### src/design/mkte_pkg.sv
package mkte_pkg;

	localparam int ROW_COUNT = 3;

	typedef enum logic [1:0] {
		OP_KEY     = 2'd0,
		OP_WHEEL   = 2'd1,
		OP_TIMEOUT = 2'd2,
		OP_CLEAR   = 2'd3
	} opcode_t;

	typedef enum logic [2:0] {
		KEY_ROW   = 3'd0,
		KEY_B1    = 3'd1,
		KEY_B2    = 3'd2,
		KEY_B3    = 3'd3,
		KEY_LEFT  = 3'd4,
		KEY_RIGHT = 3'd5,
		KEY_EXIT  = 3'd6,
		KEY_NONE  = 3'd7
	} key_act_t;

	typedef enum logic {
		KIND_CHAR   = 1'b0,
		KIND_STATUS = 1'b1
	} kind_t;

	localparam logic CFG_NUMERIC_MODE = 1'b0;
	localparam logic CFG_THIRD_GEN    = 1'b1;

	localparam logic [7:0] KC_W  = 8'h77;
	localparam logic [7:0] KC_L  = 8'h6C;
	localparam logic [7:0] KC_R  = 8'h72;
	localparam logic [7:0] KC_M  = 8'h6D;
	localparam logic [7:0] KC_D  = 8'h64;
	localparam logic [7:0] KC_F  = 8'h66;
	localparam logic [7:0] KC_CR = 8'h0D;
	localparam logic [7:0] KC_LF = 8'h0A;

	localparam logic [7:0] CHAR_LEFT  = 8'd28;
	localparam logic [7:0] CHAR_RIGHT = 8'd29;

	localparam logic [3:0] LAST_BUTTON = 4'd8;

	localparam logic [0:15][7:0] LETTER_SYM [9] = '{
		'{8'h20, 8'h08, 8'h2E, 8'h2C, 8'h31, 8'h30, 8'h21, 8'h3F,
		  8'h0A, 8'h3A, 8'h3B, 8'h22, 8'h27, 8'hA1, 8'hBF, 8'h00},
		'{8'h61, 8'h62, 8'h63, 8'h41, 8'h42, 8'h43, 8'h32, 8'h40,
		  8'h2F, 8'h5C, 8'h5F, 8'h7C, 8'hA6, 8'h00, 8'h00, 8'h00},
		'{8'h64, 8'h65, 8'h66, 8'h44, 8'h45, 8'h46, 8'h33, 8'h23,
		  8'hBA, 8'hAA, 8'hB9, 8'hB2, 8'hB3, 8'h00, 8'h00, 8'h00},
		'{8'h67, 8'h68, 8'h69, 8'h47, 8'h48, 8'h49, 8'h34, 8'h24,
		  8'hA2, 8'hA3, 8'hA4, 8'hA5, 8'h00, 8'h00, 8'h00, 8'h00},
		'{8'h6A, 8'h6B, 8'h6C, 8'h4A, 8'h4B, 8'h4C, 8'h35, 8'h25,
		  8'hBC, 8'hBD, 8'hBE, 8'h00, 8'h00, 8'h00, 8'h00, 8'h00},
		'{8'h6D, 8'h6E, 8'h6F, 8'h4D, 8'h4E, 8'h4F, 8'h36, 8'h5E,
		  8'h7E, 8'h60, 8'hB4, 8'hA8, 8'hB8, 8'h00, 8'h00, 8'h00},
		'{8'h70, 8'h71, 8'h72, 8'h73, 8'h50, 8'h51, 8'h52, 8'h53,
		  8'h37, 8'h26, 8'hA7, 8'hB6, 8'hB0, 8'hA9, 8'hAE, 8'hB5},
		'{8'h74, 8'h75, 8'h76, 8'h54, 8'h55, 8'h56, 8'h38, 8'h2A,
		  8'h2B, 8'h2D, 8'h3D, 8'h3C, 8'h3E, 8'h00, 8'h00, 8'h00},
		'{8'h77, 8'h78, 8'h79, 8'h7A, 8'h57, 8'h58, 8'h59, 8'h5A,
		  8'h39, 8'h28, 8'h29, 8'h5B, 8'h5D, 8'h7B, 8'h7D, 8'h00}
	};

	localparam logic [4:0] LETTER_LEN [9] = '{
		5'd15, 5'd13, 5'd13, 5'd12, 5'd11, 5'd13, 5'd16, 5'd13, 5'd15
	};

	localparam logic [4:0] NUM_ZERO_LEN = 5'd11;

	localparam logic [0:15][7:0] NUM_ZERO = '{
		8'h31, 8'h30, 8'h2E, 8'h2D, 8'h08, 8'h45, 8'h2B, 8'h2D,
		8'h2A, 8'h2F, 8'h5E, 8'h00, 8'h00, 8'h00, 8'h00, 8'h00
	};

	localparam logic [7:0] NUM_DIGIT [9] = '{
		8'h00, 8'h32, 8'h33, 8'h34, 8'h35, 8'h36, 8'h37, 8'h38, 8'h39
	};

	localparam logic [3:0] WHEEL_BTN [8] = '{
		4'd1, 4'd2, 4'd5, 4'd8, 4'd7, 4'd6, 4'd3, 4'd0
	};

	typedef struct packed {
		logic numeric_mode;
		logic third_gen_layout;
	} cfg_t;

	typedef struct packed {
		opcode_t     opcode;
		logic [7:0]  key_char;
		logic [2:0]  wheel_position;
	} in_item_t;

	typedef struct packed {
		logic [1:0] row;
		logic [3:0] btn;
		logic [4:0] sym;
	} state_t;

	typedef struct packed {
		kind_t       kind;
		logic [7:0]  char_code;
		logic        exit_request;
		logic        restart_timer;
		logic        pending_valid;
		logic [7:0]  pending_char;
		logic [1:0]  row;
		logic        last;
	} res_t;

	function automatic logic [4:0] sym_len(input logic [3:0] btn, input logic numeric);
		logic [4:0] len;
		if (btn > LAST_BUTTON) begin
			len = 5'd1;
		end else if (numeric) begin
			len = (btn == 4'd0) ? NUM_ZERO_LEN : 5'd1;
		end else begin
			len = LETTER_LEN[btn];
		end
		return len;
	endfunction

	function automatic logic [7:0] sym_at(input logic [3:0] btn, input logic [4:0] idx,
			input logic numeric);
		logic [4:0] len;
		logic [4:0] k;
		logic [3:0] k0;
		logic [7:0] c;
		len = sym_len(btn, numeric);
		k = idx;
		if (k == 5'd0) begin
			k = 5'd1;
		end
		if (k > len) begin
			k = len;
		end
		k0 = 4'(k - 5'd1);
		if (btn > LAST_BUTTON) begin
			c = 8'h00;
		end else if (numeric) begin
			c = (btn == 4'd0) ? NUM_ZERO[k0] : NUM_DIGIT[btn];
		end else begin
			c = LETTER_SYM[btn][k0];
		end
		return c;
	endfunction

	function automatic key_act_t map_key(input logic [7:0] c, input logic third_gen);
		key_act_t a;
		logic crlf;
		crlf = (c == KC_CR) || (c == KC_LF);
		a = KEY_NONE;
		if (c == KC_W) begin
			a = KEY_B1;
		end else if (c == KC_L) begin
			a = KEY_LEFT;
		end else if (c == KC_R) begin
			a = KEY_RIGHT;
		end else if (third_gen) begin
			if (c == KC_M) a = KEY_B2;
			else if (c == KC_D) a = KEY_B3;
			else if (c == KC_F) a = KEY_ROW;
			else if (crlf) a = KEY_EXIT;
		end else begin
			if (crlf) a = KEY_B2;
			else if (c == KC_F) a = KEY_B3;
			else if (c == KC_D) a = KEY_ROW;
			else if (c == KC_M) a = KEY_EXIT;
		end
		return a;
	endfunction

endpackage

### src/design/mkte_step.sv
module mkte_step
	import mkte_pkg::*;
(
	input  in_item_t   item,
	input  state_t     st,
	input  cfg_t       cfg,
	output state_t     st_n,
	output res_t       res [3],
	output logic [1:0] n_res
);

	key_act_t   kact;
	logic [3:0] pb;
	logic       do_press;
	logic       do_commit;
	logic       row_adv;
	logic       exitr;
	logic       restart;
	logic       has_pend;
	logic [7:0] pend_c;
	logic [7:0] new_c;
	logic [1:0] n_ch;
	logic [7:0] c0;
	logic [7:0] c1;
	logic [2:0] row_inc;
	logic [5:0] sym_inc;
	res_t       status;

	assign kact     = map_key(item.key_char, cfg.third_gen_layout);
	assign has_pend = (st.sym != 5'd0);
	assign pend_c   = sym_at(st.btn, st.sym, cfg.numeric_mode);
	assign new_c    = sym_at(pb, 5'd1, cfg.numeric_mode);
	assign row_inc  = {1'b0, st.row} + 3'd1;
	assign sym_inc  = {1'b0, st.sym} + 6'd1;

	always_comb begin
		do_press  = 1'b0;
		do_commit = 1'b0;
		row_adv   = 1'b0;
		exitr     = 1'b0;
		restart   = 1'b0;
		pb        = 4'd0;
		n_ch      = 2'd0;
		c0        = 8'h00;
		c1        = 8'h00;
		st_n      = st;
		case (item.opcode)
			OP_KEY: begin
				restart = 1'b1;
				case (kact)
					KEY_ROW: begin
						do_commit = 1'b1;
						row_adv   = 1'b1;
					end
					KEY_B1, KEY_B2, KEY_B3: begin
						do_press = 1'b1;
						pb = 4'({2'b00, st.row} * 4'd3 + {1'b0, kact} - 4'd1);
					end
					KEY_LEFT: begin
						n_ch = 2'd1;
						c0   = CHAR_LEFT;
					end
					KEY_RIGHT: begin
						n_ch = 2'd1;
						c0   = CHAR_RIGHT;
					end
					KEY_EXIT: exitr = 1'b1;
					KEY_NONE: ;
					default: ;
				endcase
			end
			OP_WHEEL: begin
				restart  = 1'b1;
				do_press = 1'b1;
				pb       = WHEEL_BTN[item.wheel_position];
			end
			OP_TIMEOUT: do_commit = 1'b1;
			OP_CLEAR: st_n = '0;
			default: ;
		endcase

		if (do_commit) begin
			if (has_pend) begin
				n_ch = 2'd1;
				c0   = pend_c;
			end
			st_n.sym = 5'd0;
		end
		if (row_adv) begin
			st_n.row = (row_inc >= 3'(ROW_COUNT)) ? 2'd0 : row_inc[1:0];
		end
		if (do_press) begin
			if (pb != 4'd0 && cfg.numeric_mode) begin
				if (has_pend) begin
					n_ch = 2'd2;
					c0   = pend_c;
					c1   = new_c;
				end else begin
					n_ch = 2'd1;
					c0   = new_c;
				end
				st_n.btn = pb;
				st_n.sym = 5'd0;
			end else if (pb == st.btn) begin
				st_n.sym = (sym_inc > {1'b0, sym_len(st.btn, cfg.numeric_mode)}) ?
					5'd1 : sym_inc[4:0];
			end else begin
				if (has_pend) begin
					n_ch = 2'd1;
					c0   = pend_c;
				end
				st_n.btn = pb;
				st_n.sym = 5'd1;
			end
		end
	end

	always_comb begin
		status               = '0;
		status.kind          = KIND_STATUS;
		status.exit_request  = exitr;
		status.restart_timer = restart;
		status.pending_valid = (st_n.sym != 5'd0);
		status.pending_char  = (st_n.sym != 5'd0) ?
			sym_at(st_n.btn, st_n.sym, cfg.numeric_mode) : 8'h00;
		status.row           = st_n.row;
		status.last          = 1'b1;
	end

	always_comb begin
		res[0] = '0;
		res[1] = '0;
		res[2] = '0;
		res[0].kind = KIND_CHAR;
		res[1].kind = KIND_CHAR;
		res[2].kind = KIND_CHAR;
		res[0].char_code = c0;
		res[1].char_code = c1;
		case (n_ch)
			2'd0: res[0] = status;
			2'd1: res[1] = status;
			2'd2: res[2] = status;
			default: res[2] = status;
		endcase
		n_res = n_ch + 2'd1;
	end

endmodule

### src/design/mkte_obuf.sv
module mkte_obuf
	import mkte_pkg::*;
(
	input  logic       clk,
	input  logic       arst_n,
	input  logic       load,
	input  res_t       load_items [3],
	input  logic [1:0] load_cnt,
	input  logic       out_ready,
	output logic       out_valid,
	output res_t       out_item,
	output logic       can_load
);

	res_t       slot_q [3];
	logic [1:0] cnt_q;
	logic       pop;

	assign out_valid = (cnt_q != 2'd0);
	assign out_item  = slot_q[0];
	assign pop       = out_valid && out_ready;
	assign can_load  = (cnt_q == 2'd0) || (cnt_q == 2'd1 && out_ready);

	always_ff @(posedge clk or negedge arst_n) begin
		if (!arst_n) begin
			cnt_q <= 2'd0;
		end else if (load) begin
			cnt_q <= load_cnt;
		end else if (pop) begin
			cnt_q <= cnt_q - 2'd1;
		end
	end

	always_ff @(posedge clk) begin
		if (load) begin
			slot_q[0] <= load_items[0];
			slot_q[1] <= load_items[1];
			slot_q[2] <= load_items[2];
		end else if (pop) begin
			slot_q[0] <= slot_q[1];
			slot_q[1] <= slot_q[2];
		end
	end

endmodule

### src/design/multitap_keypad_text_entry.sv
// channel  dir  handshake                 payload
// s        in   s_tvalid / s_tready       s_tdata key_char, wheel_position; s_tuser opcode
// m        out  m_tvalid / m_tready       m_tdata char and status fields; m_tuser kind; m_tlast
// cfg      in   cfg_valid / cfg_ready     cfg_index register, cfg_data value
//
// an item is held in the input register, worked out in one pass and loaded into a
// three-slot result buffer; results leave one per cycle while m_tready is high, and
// the next item is loaded once the buffer is empty or passing on its last result
// arst_n clears keypad state, configuration and all valid flags
// m_tready low holds the buffer; s_tready drops once the input register is full
// and the buffer cannot take its results
module multitap_keypad_text_entry
	import mkte_pkg::*;
(
	input  logic        clk,
	input  logic        arst_n,
	input  logic        s_tvalid,
	output logic        s_tready,
	input  logic [15:0] s_tdata,   // key_char[7:0], wheel_position[10:8], zero
	input  logic [1:0]  s_tuser,   // opcode[1:0]
	output logic        m_tvalid,
	input  logic        m_tready,
	output logic [23:0] m_tdata,   // char_code[7:0], exit_request[8], restart_timer[9],
	                               // pending_valid[10], pending_char[18:11], row[20:19], zero
	output logic        m_tuser,   // kind[0]
	output logic        m_tlast,
	input  logic        cfg_valid,
	output logic        cfg_ready,
	input  logic        cfg_index,
	input  logic        cfg_data
);

	cfg_t       cfg_q;
	state_t     st_q;
	state_t     st_n;
	logic       valid_s1;
	in_item_t   item_s1;
	logic       take;
	logic       can_load;
	res_t       step_res [3];
	logic [1:0] step_n;
	res_t       out_item;

	assign cfg_ready = 1'b1;
	assign take      = valid_s1 && can_load;
	assign s_tready  = !valid_s1 || can_load;

	always_ff @(posedge clk or negedge arst_n) begin
		if (!arst_n) begin
			cfg_q <= '0;
		end else if (cfg_valid && cfg_ready) begin
			case (cfg_index)
				CFG_NUMERIC_MODE: cfg_q.numeric_mode     <= cfg_data;
				CFG_THIRD_GEN:    cfg_q.third_gen_layout <= cfg_data;
				default: ;
			endcase
		end
	end

	always_ff @(posedge clk or negedge arst_n) begin
		if (!arst_n) begin
			valid_s1 <= 1'b0;
		end else if (s_tvalid && s_tready) begin
			valid_s1 <= 1'b1;
		end else if (take) begin
			valid_s1 <= 1'b0;
		end
	end

	always_ff @(posedge clk) begin
		if (s_tvalid && s_tready) begin
			item_s1.opcode         <= opcode_t'(s_tuser);
			item_s1.key_char       <= s_tdata[7:0];
			item_s1.wheel_position <= s_tdata[10:8];
		end
	end

	always_ff @(posedge clk or negedge arst_n) begin
		if (!arst_n) begin
			st_q <= '0;
		end else if (take) begin
			st_q <= st_n;
		end
	end

	mkte_step u_step (
		.item  (item_s1),
		.st    (st_q),
		.cfg   (cfg_q),
		.st_n  (st_n),
		.res   (step_res),
		.n_res (step_n)
	);

	mkte_obuf u_obuf (
		.clk        (clk),
		.arst_n     (arst_n),
		.load       (take),
		.load_items (step_res),
		.load_cnt   (step_n),
		.out_ready  (m_tready),
		.out_valid  (m_tvalid),
		.out_item   (out_item),
		.can_load   (can_load)
	);

	assign m_tdata = {3'b000, out_item.row, out_item.pending_char, out_item.pending_valid,
		out_item.restart_timer, out_item.exit_request, out_item.char_code};
	assign m_tuser = out_item.kind;
	assign m_tlast = out_item.last;

	a_last_is_status: assert property (@(posedge clk) disable iff (!arst_n)
		m_tvalid |-> (m_tlast == m_tuser))
		else $error("last flag and status kind disagree");

	a_char_fields_clear: assert property (@(posedge clk) disable iff (!arst_n)
		(m_tvalid && !m_tlast) |-> (m_tdata[23:8] == 16'h0000))
		else $error("character transfer carries status fields");

	a_state_range: assert property (@(posedge clk) disable iff (!arst_n)
		(st_q.btn <= LAST_BUTTON) && ({1'b0, st_q.row} < 3'(ROW_COUNT)))
		else $error("keypad state out of range");

	a_item_held: assert property (@(posedge clk) disable iff (!arst_n)
		(valid_s1 && !take) |=> (valid_s1 && $stable(item_s1)))
		else $error("held item lost before its results were loaded");

endmodule

### config.mk
export PLATFORM = sky130hd
export DESIGN_NAME = multitap_keypad_text_entry
export DESIGN_NICKNAME = d
export VERILOG_FILES = /design/src/design/mkte_pkg.sv /design/src/design/mkte_step.sv /design/src/design/mkte_obuf.sv /design/src/design/multitap_keypad_text_entry.sv
export SDC_FILE = /design/constraint.sdc
export NUM_CORES = 1
export LEC_CHECK = 0
export BUFFER_PORTS_ARGS = -buffer_cell sky130_fd_sc_hd__buf_2
export CAP_MARGIN = 20
export CORE_MARGIN = 2
export CORE_UTILIZATION = 40
export DETAILED_ROUTE_END_ITERATION = 12
export PLACE_DENSITY = 0.59
export SYNTH_ARGS = -nofsm -noshare
export SYNTH_HDL_FRONTEND = slang
export SYNTH_SLANG_ARGS = --single-unit
### constraint.sdc
create_clock -name clk -period 11 [get_ports clk]
set_clock_uncertainty 0.1 [all_clocks]
set_input_delay 2.2 -clock clk [delete_from_list [all_inputs] [get_ports clk]]
set_output_delay 2.2 -clock clk [all_outputs]
set_load 0.005 [all_outputs]
==> metrics.cfg, run 1 <==
[timing]
max_slew_violation_total_from_the_final_report=0
post-route-period-util_pct=87.8
final_hold_violation_count=0
max_slew_margin_pct=24.6
timing.final.ws_setup_ns=1.34
setup-violations-final=0
rsz_0062_raised_after_global_routing=false
timing.hold.ws_ns=0.418
timing_worst_slew_pin_value_ns=1.12
setup_total_negative_slack_ns=0
layout_min_cycle_time_ns=9.66
timing.fmax_mhz=104

[worst_setup_path]
timing.critical_path.from_type=flip-flop
critPathMostFrequentCell=sky130_fd_sc_hd__ha_1
critPathArrivalTime_ns=9.65
cpMaxStageDelayCell=sky130_fd_sc_hd__edfxtp_1
worst-endpoint-required_ns=10.99
biggest_fanout_along_the_worst_timing_path=10
criticalPathCategory=flip-flop to flip-flop
crit_path_max_cell_delay_ns=0.52
worstSetupEndpointType=flip-flop

[logic_synthesis]
synth_fa_ha_area_share_pct=8.41
synth.yosys.warnings=0
synth_top_cells_by_area=sky130_fd_sc_hd__edfxtp_1, sky130_fd_sc_hd__ha_1, sky130_fd_sc_hd__nand2_1
yosys_most_used_dff=sky130_fd_sc_hd__edfxtp_1
synth_largest_type_area_fraction_pct=21.6
synth_compound_gate_area_share_pct=32.0
synth-seq-cells=87
synth_largest_area_cell=sky130_fd_sc_hd__edfxtp_1
synth_cell_types=109
yosys-mux-area-fraction_pct=2.82
postSynthAreaPerCell_um2=7.80
synth_simple_gate_area_share_pct=21.2
synthesized_area_fraction_occupied_by_xor_and_xnor_cells_pct=1.66
synthArstFlopShare_pct=18.4
synth_top_family_by_area=compound AO/OA/AOI/OAI gates
sequential_fraction_of_the_synthesis_area_pct=25.7
synth_enable_flop_cells=71
post_synthesis_instance_total=1263
cell_area_after_technology_mapping_um2=9850

[die]
std_cell_rows=57
fp.dieArea_um2=25900
design.core.area_um2=24200
die_width_um=161
floorplan.initialDensity_pct=40.6
die_height_um=161
ioPinCount=54

[cts]
holdBufCountCts=0
clock_tree_buffer_depth=2
cts_root_buffer=sky130_fd_sc_hd__clkbuf_16
cts_htree_levels=3
cts-resized-gates=0
worstSkewPairLatency_ns=0.35
postCtsSetupRepairBufs=0
clk_pin_slew_worst_paths_ns=0.08
clock_sink_count=87
tritoncts=yes
numCtsBuffers=9

[global_routing]
grt_util_met3_pct=3.46
grt_start_max_net_pins=51
overflow=0
antenna_found_initial=0
busiest_layer=met2
wire_length_of_the_first_global_routing_pass_um=49900
vias_in_the_first_global_route=8899
grt.met2_usage_pct=36.1
grt.met1_usage_pct=35.0
grt_util_all_layers_pct=23.8

[placement]
gpl.final_weighted_congestion=0.956
port_buffers=44
dp_slack_ns=1.60
dpl_wire_length_um=22000

[route]
vias=9886
drc=0
via_per_inst=6.29
avgRoutedWirePerCell_um=20.0
final_antenna_net_count=0
drt_iter0_drc=1300
drt_pass1_iterations=6
totalWireLength_um=31400

[power]
total_leakage_power_nw=4.13
vdd_ir_drop_max_v=0.000110
power_density_nw_per_um2=283

[cells_and_area]
final_net_count=1331
regArea_um2=2530
antennaDiodeCount=0
area_growth_pct=6.40
most_frequent_standard_cell_in_the_layout_excluding_fill_and_tap_cells=sky130_fd_sc_hd__nand2_1
final_layout_size_suffix_gt1_share_pct=11.6
final.fill_count=2456
multiInputGateArea_um2=6570
fraction_of_the_core_area_covered_by_cells_at_the_end_of_the_flow_pct=43.2
mostFrequentLayoutCells=sky130_fd_sc_hd__nand2_1, sky130_fd_sc_hd__nor2_1, sky130_fd_sc_hd__a21oi_1, sky130_fd_sc_hd__o21ai_0, sky130_fd_sc_hd__edfxtp_1

[status]
outcome=completed

[flow_run]
max_cap_viol=0

[hold_path]
timing.hold.worst.class=flip-flop to flip-flop

path summary, 6_finish.rpt:
| kind | endpoint | from | slack (ns) | cells after the start |
|---|---|---|---|---|
| worst max-delay path | u_obuf.slot_q[0][7] | item_s1[3] | 1.34 | 32 |
| worst min-delay path | u_obuf.slot_q[0][13] | u_obuf.slot_q[0][36] | 0.42 | 2 |
| worst max register to register | u_obuf.slot_q[0][7] | item_s1[3] | 1.34 | 32 |
| worst min register to register | u_obuf.slot_q[0][13] | u_obuf.slot_q[0][36] | 0.42 | 2 |
| max in group asynchronous | st_q[1] | arst_n | 8.80 | 1 |
| min in group asynchronous | cfg_q[1] | arst_n | 1.68 | 1 |
metrics by stage:
step / cells / area [µm²] / power, W
6_report: 1571 / 10500 / 0.00297
5_1_grt: 1571 / 10500 / 0.00318
4_1_cts: 1571 / 10500 / 0.00293
3_5_place_dp: 1555 / 10200 / 0.00260
3_3_place_gp: 1555 / 10200 / 0.00259
2_1_floorplan: 1276 / 9900 / 0.00210
synthesized netlist by cell type (all sizes together), types with 18 or more instances:
cell type,instances
a21oi,97
a31oi,18
o31ai,29
inv,57
ha,63
nor2,110
clkbuf,70
a211oi,28
nand2,162
nor3,35
nand3,43
buf,50
edfxtp,71
o21ai,104
o221ai,18
area by class of cell:
cell class / instances / area share (%)
clock inverter: 7 / 0.716
sequential: 87 / 24.2
timing repair buffer: 75 / 4.32
clock buffer: 9 / 2.15
tap: 324 / 3.87
inverter: 58 / 2.10
multi-input combinational: 1011 / 62.7
where the power goes:
part	switching [W]	internal, W
logic	0.00134	0.000704
clock network	0.000158	0.000162
registers	0.0000612	0.000542
total	0.00156	0.00141
critical path: cells and delay by family, from the launching register on:
kind | cells | cell delay, ns
AO/OA/AOI/OAI | 12 | 3.44
adder cells (fa/ha/maj) | 5 | 1.72
buffers and inverters | 5 | 1.13
flip-flops | 1 | 0.52
AND/OR/NAND/NOR | 10 | 2.45
per-layer routing:
layer	vias up	wire length [µm]
met1	4614	13900
li1	4660	-
met2	544	13700
met5	-	0
met4	0	773
met3	68	2970
registers in the layout (all words and copies together) (netlist names):
signal and cells:
st_q 11, u_obuf.cnt_q 2, item_s1 13, valid_s1 1
u_obuf.slot_q 58, cfg_q 2
cell families after synthesis:
| logic type | after synthesis |
|---|---|
| adders and majority gates | 66 |
| xor gates and xnor gates | 17 |
| and+or+nand+nor | 442 |
| other | 2 |
| DFF | 87 |
| buffers and inverters | 178 |
| muxes | 23 |
| AOI/OAI and AO/OA | 448 |
Power figures use the tool's default switching activity.
==> run 2, diff against run 1 <==
Settings changed: PLACE_DENSITY 0.59 to 0.61.
Clock period 11 ns to 8.8 ns, I/O delays scaled along.
==> metrics.cfg, run 2 (synthesis results as in run 1) <==
[worst_setup_path]
critPathArrivalTime_ns=8.56  ; -1.09 ns
criticalPathCategory=flip-flop to flip-flop
crit_path_max_cell_delay_ns=0.60  ; +0.08 ns
biggest_fanout_along_the_worst_timing_path=9  ; -1
r2r_setup_slack_ns=0.30  ; -1.04 ns
critical_path.reg2reg.startpoint=item_s1[4]
timing.critical_path.from_type=flip-flop
worst-endpoint-required_ns=8.87  ; -2.12 ns
critical_path.reg2reg.endpoint=u_obuf.slot_q[0][3]
r2r.worst_path.cells=36  ; +13%
worstSetupEndpointType=flip-flop
cpMaxStageDelayCell=sky130_fd_sc_hd__fa_1

[power]
vdd_ir_drop_max_v=0.000158  ; +44%
finalPower_w=0.00384  ; +29%
power_density_nw_per_um2=353  ; +24%
total_leakage_power_nw=4.29  ; +3.9%

[cts]
clock_tree_buffer_depth=2  ; unchanged
tritoncts=yes
clock_sink_count=87  ; unchanged
worstSkewPairLatency_ns=0.35  ; about the same
cts_root_buffer=sky130_fd_sc_hd__clkbuf_16
clk_pin_slew_worst_paths_ns=0.07  ; about the same
cts_htree_levels=3  ; unchanged
numCtsBuffers=9  ; unchanged

[cells_and_area]
fraction_of_the_core_area_covered_by_cells_at_the_end_of_the_flow_pct=44.9  ; +1.7 points
flip_flop_count_of_the_largest_register_all_copies_and_words_added=58  ; unchanged
final_net_count=1361  ; +2.3%
final_cells=1601  ; +1.9%
final_layout_size_suffix_gt1_share_pct=15.5  ; +3.9 points
regMostFlops=u_obuf.slot_q
antennaDiodeCount=0  ; unchanged
most_frequent_standard_cell_in_the_layout_excluding_fill_and_tap_cells=sky130_fd_sc_hd__nand2_1
mostFrequentLayoutCells=sky130_fd_sc_hd__nand2_1, sky130_fd_sc_hd__nor2_1, sky130_fd_sc_hd__a21oi_1, sky130_fd_sc_hd__o21ai_0, sky130_fd_sc_hd__edfxtp_1
area_growth_pct=10.5
layout_top_registers=u_obuf.slot_q (58), item_s1 (13), st_q (11)

[route]
avgRoutedWirePerCell_um=19.6  ; -1.8%
via_per_inst=6.23  ; -0.92%
vias=9982  ; +0.97%
drt_pass1_iterations=7  ; +1
drt_iter0_drc=1399  ; +7.6%
drc=0  ; unchanged
totalWireLength_um=31400  ; +0.11%
final_antenna_net_count=0  ; unchanged

[timing]
timing.fmax_mhz=118  ; +14%
final_hold_violation_count=0  ; unchanged
layout_min_cycle_time_ns=8.50  ; -1.16 ns
timing_worst_slew_pin_value_ns=0.991  ; -0.128 ns
max_slew_violation_total_from_the_final_report=0  ; unchanged
max_slew_margin_pct=33.5  ; +8.9 points
setup-violations-final=0  ; unchanged
post-route-period-util_pct=96.6  ; +8.7 points

[hold_path]
timing.hold.worst.class=flip-flop to flip-flop
timing.hold.worst_path_depth=1  ; -1
hold-path-endpoint=u_obuf.slot_q[0][17]
hold_start=u_obuf.slot_q[0][40]

[status]
outcome=completed

[global_routing]
grt_util_all_layers_pct=23.7  ; -0.12 points
grt_start_max_net_pins=46  ; -9.8%
wire_length_of_the_first_global_routing_pass_um=49500  ; -0.79%
antenna_found_initial=0  ; unchanged
vias_in_the_first_global_route=8832  ; -0.75%
overflow=0  ; unchanged

[die]
floorplan.initialDensity_pct=40.6  ; unchanged
design.core.area_um2=24200  ; unchanged
fp.dieArea_um2=25900  ; unchanged
ioPinCount=54  ; unchanged
std_cell_rows=57  ; unchanged
die_height_um=161  ; unchanged
die_width_um=161  ; unchanged

[placement]
gpl.final_weighted_congestion=0.942  ; -1.5%
port_buffers=44  ; unchanged
dp_cells=1573  ; +1.2%
dpl_wire_length_um=22400  ; +1.8%

[flow_run]
max_cap_viol=0  ; unchanged

[run 2: timing repair]
action	in CTS	in global routing
setup buffers	0	12
endpoints found under the setup margin	0	24
hold buffers	0	0
resized for setup	0	33
[run 2: cell type report]
cell class | instances | area (µm²)
multi-input cells | 1011 | 6720
clock inverters | 7 | 78.8
repair buffers | 105 | 707
well taps | 324 | 405
clock buffers | 9 | 225
fillers | 2434 | 13400
inverters | 58 | 224
flip-flops and latches | 87 | 2530
[run 2: how the worst max path moves through the flow]
| stage | startpoint | endpoint | depth (start not counted) |
|---|---|---|---|
| after floorplan | item_s1[6] | u_obuf.slot_q[0][7] | 38 |
| after global placement | item_s1[4] | u_obuf.slot_q[0][9] | 41 |
| after detailed placement | item_s1[3] | u_obuf.slot_q[0][32] | 41 |
| after CTS | item_s1[3] | u_obuf.slot_q[0][32] | 41 |
| after global routing | item_s1[4] | u_obuf.slot_q[0][3] | 40 |
| final | item_s1[4] | u_obuf.slot_q[0][3] | 36 |
[run 2: metal layers]
| metal | routed length (µm) | GRT usage (%) |
|---|---|---|
| met4 | 522 | 5.52 |
| met3 | 3040 | 4.29 |
| met1 | 14200 | 35.2 |
| met2 | 13700 | 35.5 |
| met5 | 0 | 0 |
[run 2: critical path, delay by kind of cell, from the launching register on]
| family | cells | cell delay (ns) |
|---|---|---|
| compound gates | 12 | 2.62 |
| fa+ha+maj | 6 | 1.75 |
| buf+inv | 10 | 1.56 |
| simple gates | 7 | 1.54 |
| flops | 1 | 0.39 |
| mux | 1 | 0.34 |
[run 2: power by group]
part	leakage, nW	internal [W]	total [W]	switching (W)
Clock	0.141	0.000201	0.000393	0.000192
Sequential	0.917	0.000678	0.000745	0.0000670
Combinational	3.23	0.000972	0.00270	0.00173
[run 2: through the flow]
stage / setup WS (ns) / setup TNS [ns] / hold WS, ns / cell area (µm²)
detailed placement: 0.105 / 0 / 0.405 / 10300
CTS: 0.0565 / 0 / 0.422 / 10600
global placement: 0.192 / 0 / 0.396 / 10300
global route: -0.0557 / -0.233 / 0.440 / 10900
floorplan: 0.147 / 0 / 0.392 / 9900
finish: 0.302 / 0 / 0.420 / 10900
